## src/rtl/core/b64_pkg.sv

```systemverilog
`default_nettype none

package b64_pkg;

  localparam int unsigned JobDepth = 4;
  localparam int unsigned JobPtrW  = $clog2(JobDepth);

  localparam logic [7:0] PadChar = 8'h3D;
  localparam logic [6:0] PadCode = 7'd64;

  typedef struct packed {
    logic [7:0] in_byte;
    logic       in_last;
  } in_item_t;

  typedef struct packed {
    logic [7:0] out_byte;
    logic       out_last;
  } out_item_t;

  typedef struct packed {
    logic        mode;
    logic [23:0] group;
    logic [2:0]  nres;
    logic [2:0]  nchar;
    logic        last;
  } job_t;

  function automatic logic [7:0] sextet_to_char(logic [5:0] v);
    logic [7:0] w;
    w = {2'b00, v};
    if (v < 6'd26) begin
      return 8'h41 + w;
    end else if (v < 6'd52) begin
      return 8'h61 + w - 8'd26;
    end else if (v < 6'd62) begin
      return 8'h30 + w - 8'd52;
    end else if (v == 6'd62) begin
      return 8'h2B;
    end else begin
      return 8'h2F;
    end
  endfunction

  function automatic logic [6:0] char_to_sextet(logic [7:0] c);
    logic [7:0] t;
    t = 8'h00;
    if (c >= 8'h41 && c <= 8'h5A) begin
      t = c - 8'h41;
    end else if (c >= 8'h61 && c <= 8'h7A) begin
      t = c - 8'h61 + 8'd26;
    end else if (c >= 8'h30 && c <= 8'h39) begin
      t = c - 8'h30 + 8'd52;
    end else if (c == 8'h2B) begin
      t = 8'd62;
    end else if (c == 8'h2F) begin
      t = 8'd63;
    end else if (c == PadChar) begin
      t = {1'b0, PadCode};
    end
    return t[6:0];
  endfunction

endpackage

`default_nettype wire

```

## src/rtl/core/base64_codec_stream.sv

```systemverilog
`default_nettype none

// Base64 stream codec, encode or decode picked by a one-bit direction register.
// Input channel: push / full, one byte or character per transfer with a
// last-of-message flag. Output channel: empty / pop, the oldest result sits on
// out_item_o while empty is low and leaves on a transfer.
// Configuration: cfg_we_i writes cfg_wdata_i into the direction register and
// drops any partial group; write it only while the block is idle.
// A front stage collects groups (three bytes or four characters) and pushes a
// job into a four-entry job queue; a back stage expands each job into its
// results, one per cycle while the receiver pops, into a single output
// register. The first result of a group passes through the job queue and
// then the output register. Throughput: one input per cycle into the front
// while full is low, one result per cycle out of the back while the receiver
// pops; encoding is bounded by the output at four results per three inputs.
// When the receiver stalls, the output register holds, the job queue fills and
// full rises; nothing is dropped. Reset clears the direction (encode), the
// partial group and the job queue, and marks the output register empty.

module base64_codec_stream (
  input  wire logic               clk_i,
  input  wire logic               rst_ni,
  input  wire logic               cfg_we_i,
  input  wire logic               cfg_wdata_i,
  input  wire logic               push,
  output logic                    full,
  input  wire b64_pkg::in_item_t  in_item_i,
  output logic                    empty,
  input  wire logic               pop,
  output b64_pkg::out_item_t      out_item_o
);

  b64_pkg::job_t front_job;
  b64_pkg::job_t head_job;
  logic          job_push;
  logic          job_pop;
  logic          q_full;
  logic          q_empty;
  logic          accept;

  assign full   = q_full;
  assign accept = push && !q_full;

  b64_front u_front (
    .clk_i       (clk_i),
    .rst_ni      (rst_ni),
    .cfg_we_i    (cfg_we_i),
    .cfg_wdata_i (cfg_wdata_i),
    .accept_i    (accept),
    .in_item_i   (in_item_i),
    .job_o       (front_job),
    .job_push_o  (job_push)
  );

  b64_jobq u_jobq (
    .clk_i   (clk_i),
    .rst_ni  (rst_ni),
    .push_i  (job_push),
    .job_i   (front_job),
    .full_o  (q_full),
    .pop_i   (job_pop),
    .empty_o (q_empty),
    .job_o   (head_job)
  );

  b64_back u_back (
    .clk_i      (clk_i),
    .rst_ni     (rst_ni),
    .q_empty_i  (q_empty),
    .q_job_i    (head_job),
    .q_pop_o    (job_pop),
    .empty      (empty),
    .pop        (pop),
    .out_item_o (out_item_o)
  );

endmodule

`default_nettype wire

```

## src/rtl/core/b64_front.sv

```systemverilog
`default_nettype none

module b64_front (
  input  wire logic              clk_i,
  input  wire logic              rst_ni,
  input  wire logic              cfg_we_i,
  input  wire logic              cfg_wdata_i,
  input  wire logic              accept_i,
  input  wire b64_pkg::in_item_t in_item_i,
  output b64_pkg::job_t          job_o,
  output logic                   job_push_o
);

  logic        dir_q;
  logic [23:0] hold_q, hold_d;
  logic [1:0]  cnt_q, cnt_d;
  logic [1:0]  pad_q, pad_d;

  logic [2:0]  k;
  logic        done;
  logic [6:0]  sx;
  logic        is_pad;
  logic [2:0]  pads;
  b64_pkg::job_t job;

  always_comb begin
    k      = {1'b0, cnt_q} + 3'd1;
    sx     = b64_pkg::char_to_sextet(in_item_i.in_byte);
    is_pad = (sx == b64_pkg::PadCode);
    pad_d  = pad_q;
    pads   = 3'd0;
    job    = '0;
    job.mode = dir_q;
    job.last = in_item_i.in_last;
    if (!dir_q) begin
      hold_d = {hold_q[15:0], in_item_i.in_byte};
      done   = in_item_i.in_last || (k == 3'd3);
      unique case (k)
        3'd1:    job.group = {hold_d[7:0], 16'h0000};
        3'd2:    job.group = {hold_d[15:0], 8'h00};
        default: job.group = hold_d;
      endcase
      job.nchar = k + 3'd1;
      job.nres  = 3'd4;
    end else begin
      hold_d = {hold_q[17:0], (is_pad ? 6'd0 : sx[5:0])};
      if (is_pad && pad_q != 2'd3) begin
        pad_d = pad_q + 2'd1;
      end
      done = in_item_i.in_last || (k == 3'd4);
      unique case (k)
        3'd1:    job.group = {hold_d[5:0], 18'h00000};
        3'd2:    job.group = {hold_d[11:0], 12'h000};
        3'd3:    job.group = {hold_d[17:0], 6'h00};
        default: job.group = hold_d;
      endcase
      pads      = {1'b0, pad_d} + (3'd4 - k);
      job.nres  = (pads >= 3'd3) ? 3'd0 : 3'd3 - pads;
      job.nchar = 3'd0;
    end
    cnt_d = k[1:0];
  end

  assign job_o      = job;
  assign job_push_o = accept_i && done && (job.nres != 3'd0);

  always_ff @(posedge clk_i or negedge rst_ni) begin
    if (!rst_ni) begin
      dir_q  <= 1'b0;
      hold_q <= '0;
      cnt_q  <= '0;
      pad_q  <= '0;
    end else if (cfg_we_i) begin
      dir_q  <= cfg_wdata_i;
      hold_q <= '0;
      cnt_q  <= '0;
      pad_q  <= '0;
    end else if (accept_i) begin
      if (done) begin
        hold_q <= '0;
        cnt_q  <= '0;
        pad_q  <= '0;
      end else begin
        hold_q <= hold_d;
        cnt_q  <= cnt_d;
        pad_q  <= pad_d;
      end
    end
  end

endmodule

`default_nettype wire

```

## src/rtl/core/b64_jobq.sv

```systemverilog
`default_nettype none

module b64_jobq (
  input  wire logic          clk_i,
  input  wire logic          rst_ni,
  input  wire logic          push_i,
  input  wire b64_pkg::job_t job_i,
  output logic               full_o,
  input  wire logic          pop_i,
  output logic               empty_o,
  output b64_pkg::job_t      job_o
);

  localparam int unsigned PtrW = b64_pkg::JobPtrW;

  b64_pkg::job_t       mem_q [b64_pkg::JobDepth];
  logic [PtrW-1:0]     wr_q, rd_q;
  logic [PtrW:0]       cnt_q;

  assign full_o  = (cnt_q == (PtrW+1)'(b64_pkg::JobDepth));
  assign empty_o = (cnt_q == '0);
  assign job_o   = mem_q[rd_q];

  always_ff @(posedge clk_i) begin
    if (push_i) begin
      mem_q[wr_q] <= job_i;
    end
  end

  always_ff @(posedge clk_i or negedge rst_ni) begin
    if (!rst_ni) begin
      wr_q  <= '0;
      rd_q  <= '0;
      cnt_q <= '0;
    end else begin
      if (push_i) begin
        wr_q <= wr_q + PtrW'(1);
      end
      if (pop_i) begin
        rd_q <= rd_q + PtrW'(1);
      end
      unique case ({push_i, pop_i})
        2'b10:   cnt_q <= cnt_q + (PtrW+1)'(1);
        2'b01:   cnt_q <= cnt_q - (PtrW+1)'(1);
        default: cnt_q <= cnt_q;
      endcase
    end
  end

  assert property (@(posedge clk_i) disable iff (!rst_ni) push_i |-> !full_o)
    else $error("job pushed into full queue");
  assert property (@(posedge clk_i) disable iff (!rst_ni) pop_i |-> !empty_o)
    else $error("job popped from empty queue");
  assert property (@(posedge clk_i) disable iff (!rst_ni)
    cnt_q <= (PtrW+1)'(b64_pkg::JobDepth))
    else $error("job queue count overflow");

endmodule

`default_nettype wire

```

## src/rtl/core/b64_back.sv

```systemverilog
`default_nettype none

module b64_back (
  input  wire logic          clk_i,
  input  wire logic          rst_ni,
  input  wire logic          q_empty_i,
  input  wire b64_pkg::job_t q_job_i,
  output logic               q_pop_o,
  output logic               empty,
  input  wire logic          pop,
  output b64_pkg::out_item_t out_item_o
);

  logic               out_valid_q;
  b64_pkg::out_item_t out_q, out_d;
  logic [1:0]         idx_q;
  logic               emit;
  logic               job_done;
  logic [5:0]         sext;

  always_comb begin
    emit     = !q_empty_i && (!out_valid_q || pop);
    job_done = emit && ({1'b0, idx_q} == q_job_i.nres - 3'd1);
    unique case (idx_q)
      2'd0:    sext = q_job_i.group[23:18];
      2'd1:    sext = q_job_i.group[17:12];
      2'd2:    sext = q_job_i.group[11:6];
      default: sext = q_job_i.group[5:0];
    endcase
    if (!q_job_i.mode) begin
      out_d.out_byte = ({1'b0, idx_q} < q_job_i.nchar) ?
                       b64_pkg::sextet_to_char(sext) : b64_pkg::PadChar;
    end else begin
      unique case (idx_q)
        2'd0:    out_d.out_byte = q_job_i.group[23:16];
        2'd1:    out_d.out_byte = q_job_i.group[15:8];
        default: out_d.out_byte = q_job_i.group[7:0];
      endcase
    end
    out_d.out_last = q_job_i.last && ({1'b0, idx_q} == q_job_i.nres - 3'd1);
  end

  assign q_pop_o    = job_done;
  assign empty      = !out_valid_q;
  assign out_item_o = out_q;

  always_ff @(posedge clk_i) begin
    if (emit) begin
      out_q <= out_d;
    end
  end

  always_ff @(posedge clk_i or negedge rst_ni) begin
    if (!rst_ni) begin
      out_valid_q <= 1'b0;
      idx_q       <= '0;
    end else begin
      if (emit) begin
        out_valid_q <= 1'b1;
      end else if (pop) begin
        out_valid_q <= 1'b0;
      end
      if (job_done) begin
        idx_q <= '0;
      end else if (emit) begin
        idx_q <= idx_q + 2'd1;
      end
    end
  end

  assert property (@(posedge clk_i) disable iff (!rst_ni)
    !q_empty_i |-> (q_job_i.nres != 3'd0))
    else $error("job without results in queue");
  assert property (@(posedge clk_i) disable iff (!rst_ni)
    emit |-> ({1'b0, idx_q} < q_job_i.nres))
    else $error("result index past end of job");

endmodule

`default_nettype wire
```

## config.mk

```make
export PLATFORM = sky130hd
export DESIGN_NAME = base64_codec_stream
export DESIGN_NICKNAME = d
export VERILOG_FILES = /design/src/rtl/core/b64_pkg.sv /design/src/rtl/core/base64_codec_stream.sv /design/src/rtl/core/b64_front.sv /design/src/rtl/core/b64_jobq.sv /design/src/rtl/core/b64_back.sv
export SDC_FILE = /design/constraint.sdc
export NUM_CORES = 1
export LEC_CHECK = 0
export BUFFER_PORTS_ARGS = -buffer_cell sky130_fd_sc_hd__buf_2
export CORE_MARGIN = 2
export CORE_UTILIZATION = 35
export DETAILED_ROUTE_END_ITERATION = 10
export GPL_TIMING_DRIVEN = 0
export PLACE_DENSITY = 0.53
export SLEW_MARGIN = 20
export SYNTH_ARGS = -nofsm -noshare
export SYNTH_HDL_FRONTEND = slang
export SYNTH_SLANG_ARGS = --single-unit
```

## constraint.sdc

```tcl
create_clock -name clk_i -period 3.7 [get_ports clk_i]
set_clock_uncertainty 0.2 [all_clocks]
set_input_delay 0.555 -clock clk_i [delete_from_list [all_inputs] [get_ports clk_i]]
set_output_delay 0.555 -clock clk_i [all_outputs]
set_load 0.01 [all_outputs]
```

==> results of run 1 <==
cells in the final DEF, fill, tap and decap left out, drive strengths merged, types with 10 or more instances in the layout:
cell,netlist,final
buf,21,79
nor3,13,13
nand2,69,69
and3,8,10
nand3,15,15
dfrtp,33,33
ha,36,36
mux2i,51,51
o21ai,42,42
o22ai,14,14
nor2,26,26
a22o,11,11
mux4,18,18
nand2b,17,17
a21oi,32,32
edfxtp,137,137
xnor2,12,12
inv,40,45
clkbuf,25,45
critical path: stages:
cell,delay (ps)
buf_2,120
buf_12,120
inv_6,50
ha_4,160
nand2_4,70
o311ai_4,350
nor2_4,80
a221o_2,420
nor4_4,250
nand2_2,140
xor2_2,160
ha_2,190
inv_2,40
fa_2,530
nor2b_4,160
o21ai_4,70
and2_4,170
inv_4,60
ha_4,120
inv_2,40
fa_2,320
xor2_1,140
nor2_1,110
xor2_1,160
what timing repair did:
| item | 4_1_cts | 5_1_grt |
|---|---|---|
| resized for setup | 45 | 34 |
| pin swaps | 21 | 6 |
| setup buffers | 32 | 9 |
| cloned | 3 | 2 |
| endpoints found under the setup margin | 151 | 149 |
flip-flops by register name, indices dropped and copies added, names as in the netlist:
signal / cells
u_back.out_item_o: 9
u_back.idx_q: 2
u_jobq.wr_q: 2
u_jobq.cnt_q: 3
u_jobq.mem_q: 128
u_front.pad_q: 2
u_front.cnt_q: 2
u_front.dir_q: 1
u_jobq.rd_q: 2
u_front.hold_q: 18
u_back.out_valid_q: 1
how the worst max path moves through the flow:
stage                                to  depth (start not counted)
floorplan               u_jobq.cnt_q[2]                         23
detailed placement  u_jobq.mem_q[2][27]                         18
global route            u_jobq.cnt_q[2]                         25
finish                  u_jobq.cnt_q[2]                         24
global placement    u_jobq.mem_q[2][30]                         18
CTS                     u_jobq.cnt_q[2]                         25
per-layer routing:
metal	vias to the layer above	GRT usage, %	wire length (µm)
li1	3070	-	-
met1	3263	25.1	11600
met2	200	29.4	11800
met3	27	3.21	1140
met4	0	5.26	429
met5	-	0	0
where the power goes:
part	switching [W]	leakage, nW	internal (W)
Combinational	0.00225	2.17	0.00164
Sequential	0.000121	1.74	0.00242
Clock	0.000774	0.288	0.00101
metrics by stage:
step           instance area (µm²)  util (%)  cells
6_report                     11300      43.2   1191
5_1_grt                      11300      43.2   1191
4_1_cts                      11100      42.5   1184
3_5_place_dp                 10000      38.4   1118
3_3_place_gp                 10000      38.4   1118
2_1_floorplan                 9500         -    761
cells by family (layout without fill, tap and decap cells):
logic type | Yosys count | in the layout | synth area share (%)
flops | 170 | 170 | 53.0
xor+xnor | 18 | 18 | 1.69
buf+inv | 88 | 181 | 4.38
fa+ha+maj | 38 | 38 | 5.27
simple gates | 191 | 193 | 10.6
compound gates | 183 | 183 | 14.6
mux | 73 | 73 | 10.4
layout make-up:
class,instances,area (µm²)
Buffer,45,322
Timing Repair Buffer,62,538
Inverter,42,188
Sequential cell,170,4940
Tap cell,335,419
Multi-Input combinational cell,505,4290
Clock buffer,17,425
Fill cell,2449,14800
Clock inverter,15,164
synthesized netlist by cell type, types with 7 or more instances:
library cell,instances,area (µm²)
nor3b_1,9,67.6
o22ai_1,14,87.6
mux4_2,16,360
mux2i_1,51,510
a31oi_1,8,50.1
buf_1,7,26.3
and2_1,8,50.1
nand3_1,15,75.1
o21ai_0,40,200
nand2b_1,17,106
a22o_1,11,96.3
ha_1,36,450
dfrtp_1,33,826
a221o_1,9,90.1
a221oi_1,8,70.1
nor3_1,11,55.1
clkbuf_1,25,93.8
inv_1,39,146
xnor2_1,12,105
and3_1,7,43.8
nand2_1,69,259
edfxtp_1,137,4110
a21oi_1,32,160
nor2_1,26,97.6
==> results.cfg, run 1 <==
[outcome]
status = complete, but fails checks
violations = design-rule violations, negative setup slack

[worst_setup_path]
worstSetupStartpointType = primary input
cp-startpoint = in_item_i[2]
crit_arrival_ps = 4610
cp_max_fo = 4
crit_required_ps = 3850
ff2ff_path_depth = 14
timing.rr.end = u_jobq.cnt_q[2]
worstReg2RegStart = u_jobq.rd_q[0]
critical_path_class = primary input to flip-flop
reg2reg_slack_ps = -460
end_kind = flip-flop

[global_route]
overflow = 0
grt_pass1_wl_um = 38800
first_global_vias = 6465
antenna_found_initial = 0
grt.total_usage_pct = 18.2
grt_start_max_net_pins = 34

[timing]
hold_violations = 0
layout_min_cycle_time_ps = 4460
final.setup.tns_ps = -79780
relSlewSlack_pct = 33.0
maxSlewViolCount = 0
grt_setup_unrepaired = true
worst_pin_slew_ps = 995
worst_slack_ps = -755
max_freq_mhz = 224
finalCritPeriodShare_pct = 120
finalSetupViolations = 133
whs_ps = 45.2

[clocking]
cts.sinks = 170
clk_pin_slew_worst_paths_ps = 70
clock_latency_ps = 430
cts_root_buf = clkbuf_16
tritoncts.num_buffers = 17
tritoncts = built
hold_buffers = 0
clk_path_buf_depth = 2
htree_levels = 4

[die]
die_y_um = 167
core_um2 = 26100
die_area_um2 = 27900
io_pins = 26
initial_core_util_pct = 35.6
die_width_um = 167
rows = 59

[placement]
dp_hpwl_um = 16600
routabilityCongestion = 0.899
place_ws_ps = -1780
portBuffers = 22

[route]
post-route-drc-count = 1
wl_per_cell_um = 20.9
vias = 6560
ant_nets = 0
dr.pass1.iters = 9
routed_wl_um = 24900
vias_per_cell = 5.51
drtIter0Drc = 593

[yosys]
synth_cell_types = 80
synth-edff-count = 137
yosysWarnings = 0
synth_area_um2 = 9320
synth_top_flop_cell = edfxtp_1
async_reset_ff_share_pct = 19.4
synth_seq_area_share_pct = 53.0
syn_inst = 761
synth_nets = 814
ys_seq_elements = 170
syn_area_per_cell_um2 = 12.2

[job]
maxCapViolations = 0

[power_and_ir_drop]
finalPower_w = 0.00822
peakVddDrop_mv = 0.282
p_per_area_nw_per_um2 = 728
p_leak_nw = 4.20

[cells_and_area]
final_nets = 896
drive_gt1_share_pct = 24.6
syn2layout_area_growth_pct = 21.2
diodes = 0

[worst_hold_path]
hold_path.class = primary input to asynchronous set/reset pin
Power figures use the tool's default switching activity.
==> inputs of run 2 (changes only) <==
--- a/config.mk
+++ b/config.mk
@@ -7,4 +7,5 @@
 export LEC_CHECK = 0
 export BUFFER_PORTS_ARGS = -buffer_cell sky130_fd_sc_hd__buf_2
+export CORE_ASPECT_RATIO = 0.6
 export CORE_MARGIN = 2
 export CORE_UTILIZATION = 35
==> constraint.sdc (replaced) <==
create_clock -name clk_i -period 3.7 [get_ports clk_i]
set_clock_uncertainty 0.2 [all_clocks]
set_input_delay 0.74 -clock clk_i [delete_from_list [all_inputs] [get_ports clk_i]]
set_output_delay 0.74 -clock clk_i [all_outputs]
set_load 0.01 [all_outputs]
==> results.cfg, run 2 (same netlist as run 1, synthesis figures left out) <==
[timing]
worst_slack_ps = -942
grt_setup_unrepaired = true
relSlewSlack_pct = 31.4
finalCritPeriodShare_pct = 125
maxSlewViolCount = 0
whs_ps = 226
max_freq_mhz = 215
finalSetupViolations = 141
worst_pin_slew_ps = 1020
hold_violations = 0
layout_min_cycle_time_ps = 4640

[power_and_ir_drop]
internal-power_w = 0.00513
seqPwrFrac_pct = 29.8
finalPower_w = 0.00853
p_leak_nw = 4.27
power_frac_comb_pct = 49.7
switching_share_pct = 39.8
p_per_area_nw_per_um2 = 732
pwr-share-clk_pct = 20.5
power_switching_w = 0.00340
peakVddDrop_mv = 0.377

[die]
initial_core_util_pct = 35.4
die_area_um2 = 28000
die_y_um = 130
die_width_um = 215
rows = 46
io_pins = 26
core_um2 = 26300

[cells_and_area]
final_nets = 911
largest-register = u_jobq.mem_q
drive_gt1_share_pct = 26.9
fin_area_um2 = 11700
syn2layout_area_growth_pct = 25.2
layout_common_cells = 137 x edfxtp_1, 65 x nand2_1, 45 x mux2i_1, 35 x o21ai_0, 34 x buf_4
final_common_cell = edfxtp_1
diodes = 0
largest_register_ffs = 128
fin_util_pct = 44.3

[worst_setup_path]
crit_required_ps = 3860
cp-startpoint = in_item_i[4]
end_kind = flip-flop
crit_end = u_jobq.cnt_q[2]
critical_path_class = primary input to flip-flop
worstReg2RegStart = u_jobq.rd_q[0]
reg2reg_slack_ps = -330
ff2ff_path_depth = 14
timing.rr.end = u_jobq.cnt_q[2]
worstSetupStartpointType = primary input
crit_arrival_ps = 4800
cp_max_fo = 4

[clocking]
cts_root_buf = clkbuf_16
tritoncts = built
clock_latency_ps = 440
clk_path_buf_depth = 2
cts.sinks = 170
htree_levels = 4
tritoncts.num_buffers = 17
clk_pin_slew_worst_paths_ps = 70

[placement]
dp_hpwl_um = 18100
routabilityCongestion = 0.940
post_dp_cell_area_um2 = 10100
portBuffers = 22

[global_route]
overflow = 0
grtUsageMet3_pct = 6.32
grt_pass1_wl_um = 41000
grt_start_max_net_pins = 34
antenna_found_initial = 0
grt_busiest_layer = met1
first_global_vias = 6442
use_met1_pct = 31.4
grtUsageMet2_pct = 26.3
grt.total_usage_pct = 20.1

[route]
drtIter0Drc = 837
ant_nets = 0
routed_wl_um = 27000
vias_per_cell = 5.58
dr.pass1.iters = 5
post-route-drc-count = 0
vias = 6866
wl_per_cell_um = 22.0

[job]
maxCapViolations = 0

[outcome]
violations = negative setup slack
status = complete, but fails checks

[worst_hold_path]
hold_path.class = primary input to asynchronous set/reset pin
[run 2: changes by cell type in the layout (fill, tap and decap cells not counted), moves of 4 or more]
cell / change
buf_6: -4
inv_1: -4
buf_12: +13
buf_4: +6
clkinvlp_4: +5
mux2i_1: -4
[run 2: layer usage]
metal,vias up,wire length [µm]
met5,-,0
met4,0,227
met3,20,2640
met1,3402,13600
li1,3115,-
met2,329,10600
[run 2: worst min path at each step]
stage | startpoint | endpoint | slack, ps | cells past startpoint
3_5_place_dp | u_front.hold_q[17] | u_front.hold_q[17] | 280 | 2
5_1_grt | rst_ni | u_jobq.rd_q[1] | 280 | 1
3_3_place_gp | u_front.hold_q[17] | u_front.hold_q[17] | 270 | 2
6_report | rst_ni | u_jobq.rd_q[1] | 230 | 1
4_1_cts | rst_ni | u_jobq.rd_q[1] | 240 | 1
2_1_floorplan | rst_ni | u_back.idx_q[0] | 240 | 0
[run 2: timing repair]
action	in CTS	in global routing
hold endpoints to repair	0	0
gates resized for setup	49	57
hold buffers	0	0
pin swaps	21	21
buffers inserted	37	18
setup endpoints to repair	151	153
cloned	8	0
[run 2: worst max-delay path: stages]
cell and delay (ps):
buf_8 100, clkbuf_16 140, clkinv_8 40, ha_4 140, nand2_4 60, o311ai_4 370
nor2_4 80, buf_6 130, a211o_1 310, nor4_4 270, nand2_2 120, xor2_1 160
ha_2 190, inv_2 30, fa_2 350, and2_4 190, a21oi_4 130, o21ai_4 80
and2_4 190, inv_4 50, ha_4 120, inv_2 40, fa_2 340, xor2_1 140
nor2_1 120, xor2_1 150
[run 2: layout make-up]
type,count,area (µm²)
inverter,42,201
tap,360,450
timing repair buffer,75,788
multi-input combinational,507,4380
sequential,170,4940
clock buffer,17,425
buffer,45,332
clock inverter,15,143
fill,2368,14600
[run 2: per-stage QoR]
| step | setup slack (ps) | std cells | setup TNS, ps |
|---|---|---|---|
| final | -942 | 1231 | -104990 |
| after global routing | -1080 | 1231 | -120470 |
| after CTS | -918 | 1219 | -95540 |
| after detailed placement | -1990 | 1143 | -266250 |
| after global placement | -1970 | 1143 | -264540 |
| after floorplan | -1120 | 761 | -113480 |
[run 2: power groups by stage]
stage               Clock (W)  Sequential, W  Combinational, W
CTS                   0.00177        0.00253           0.00398
global placement            0        0.00258           0.00360
floorplan                   0        0.00257           0.00262
global route          0.00186        0.00257           0.00457
detailed placement          0        0.00258           0.00360
finish                0.00175        0.00254           0.00424
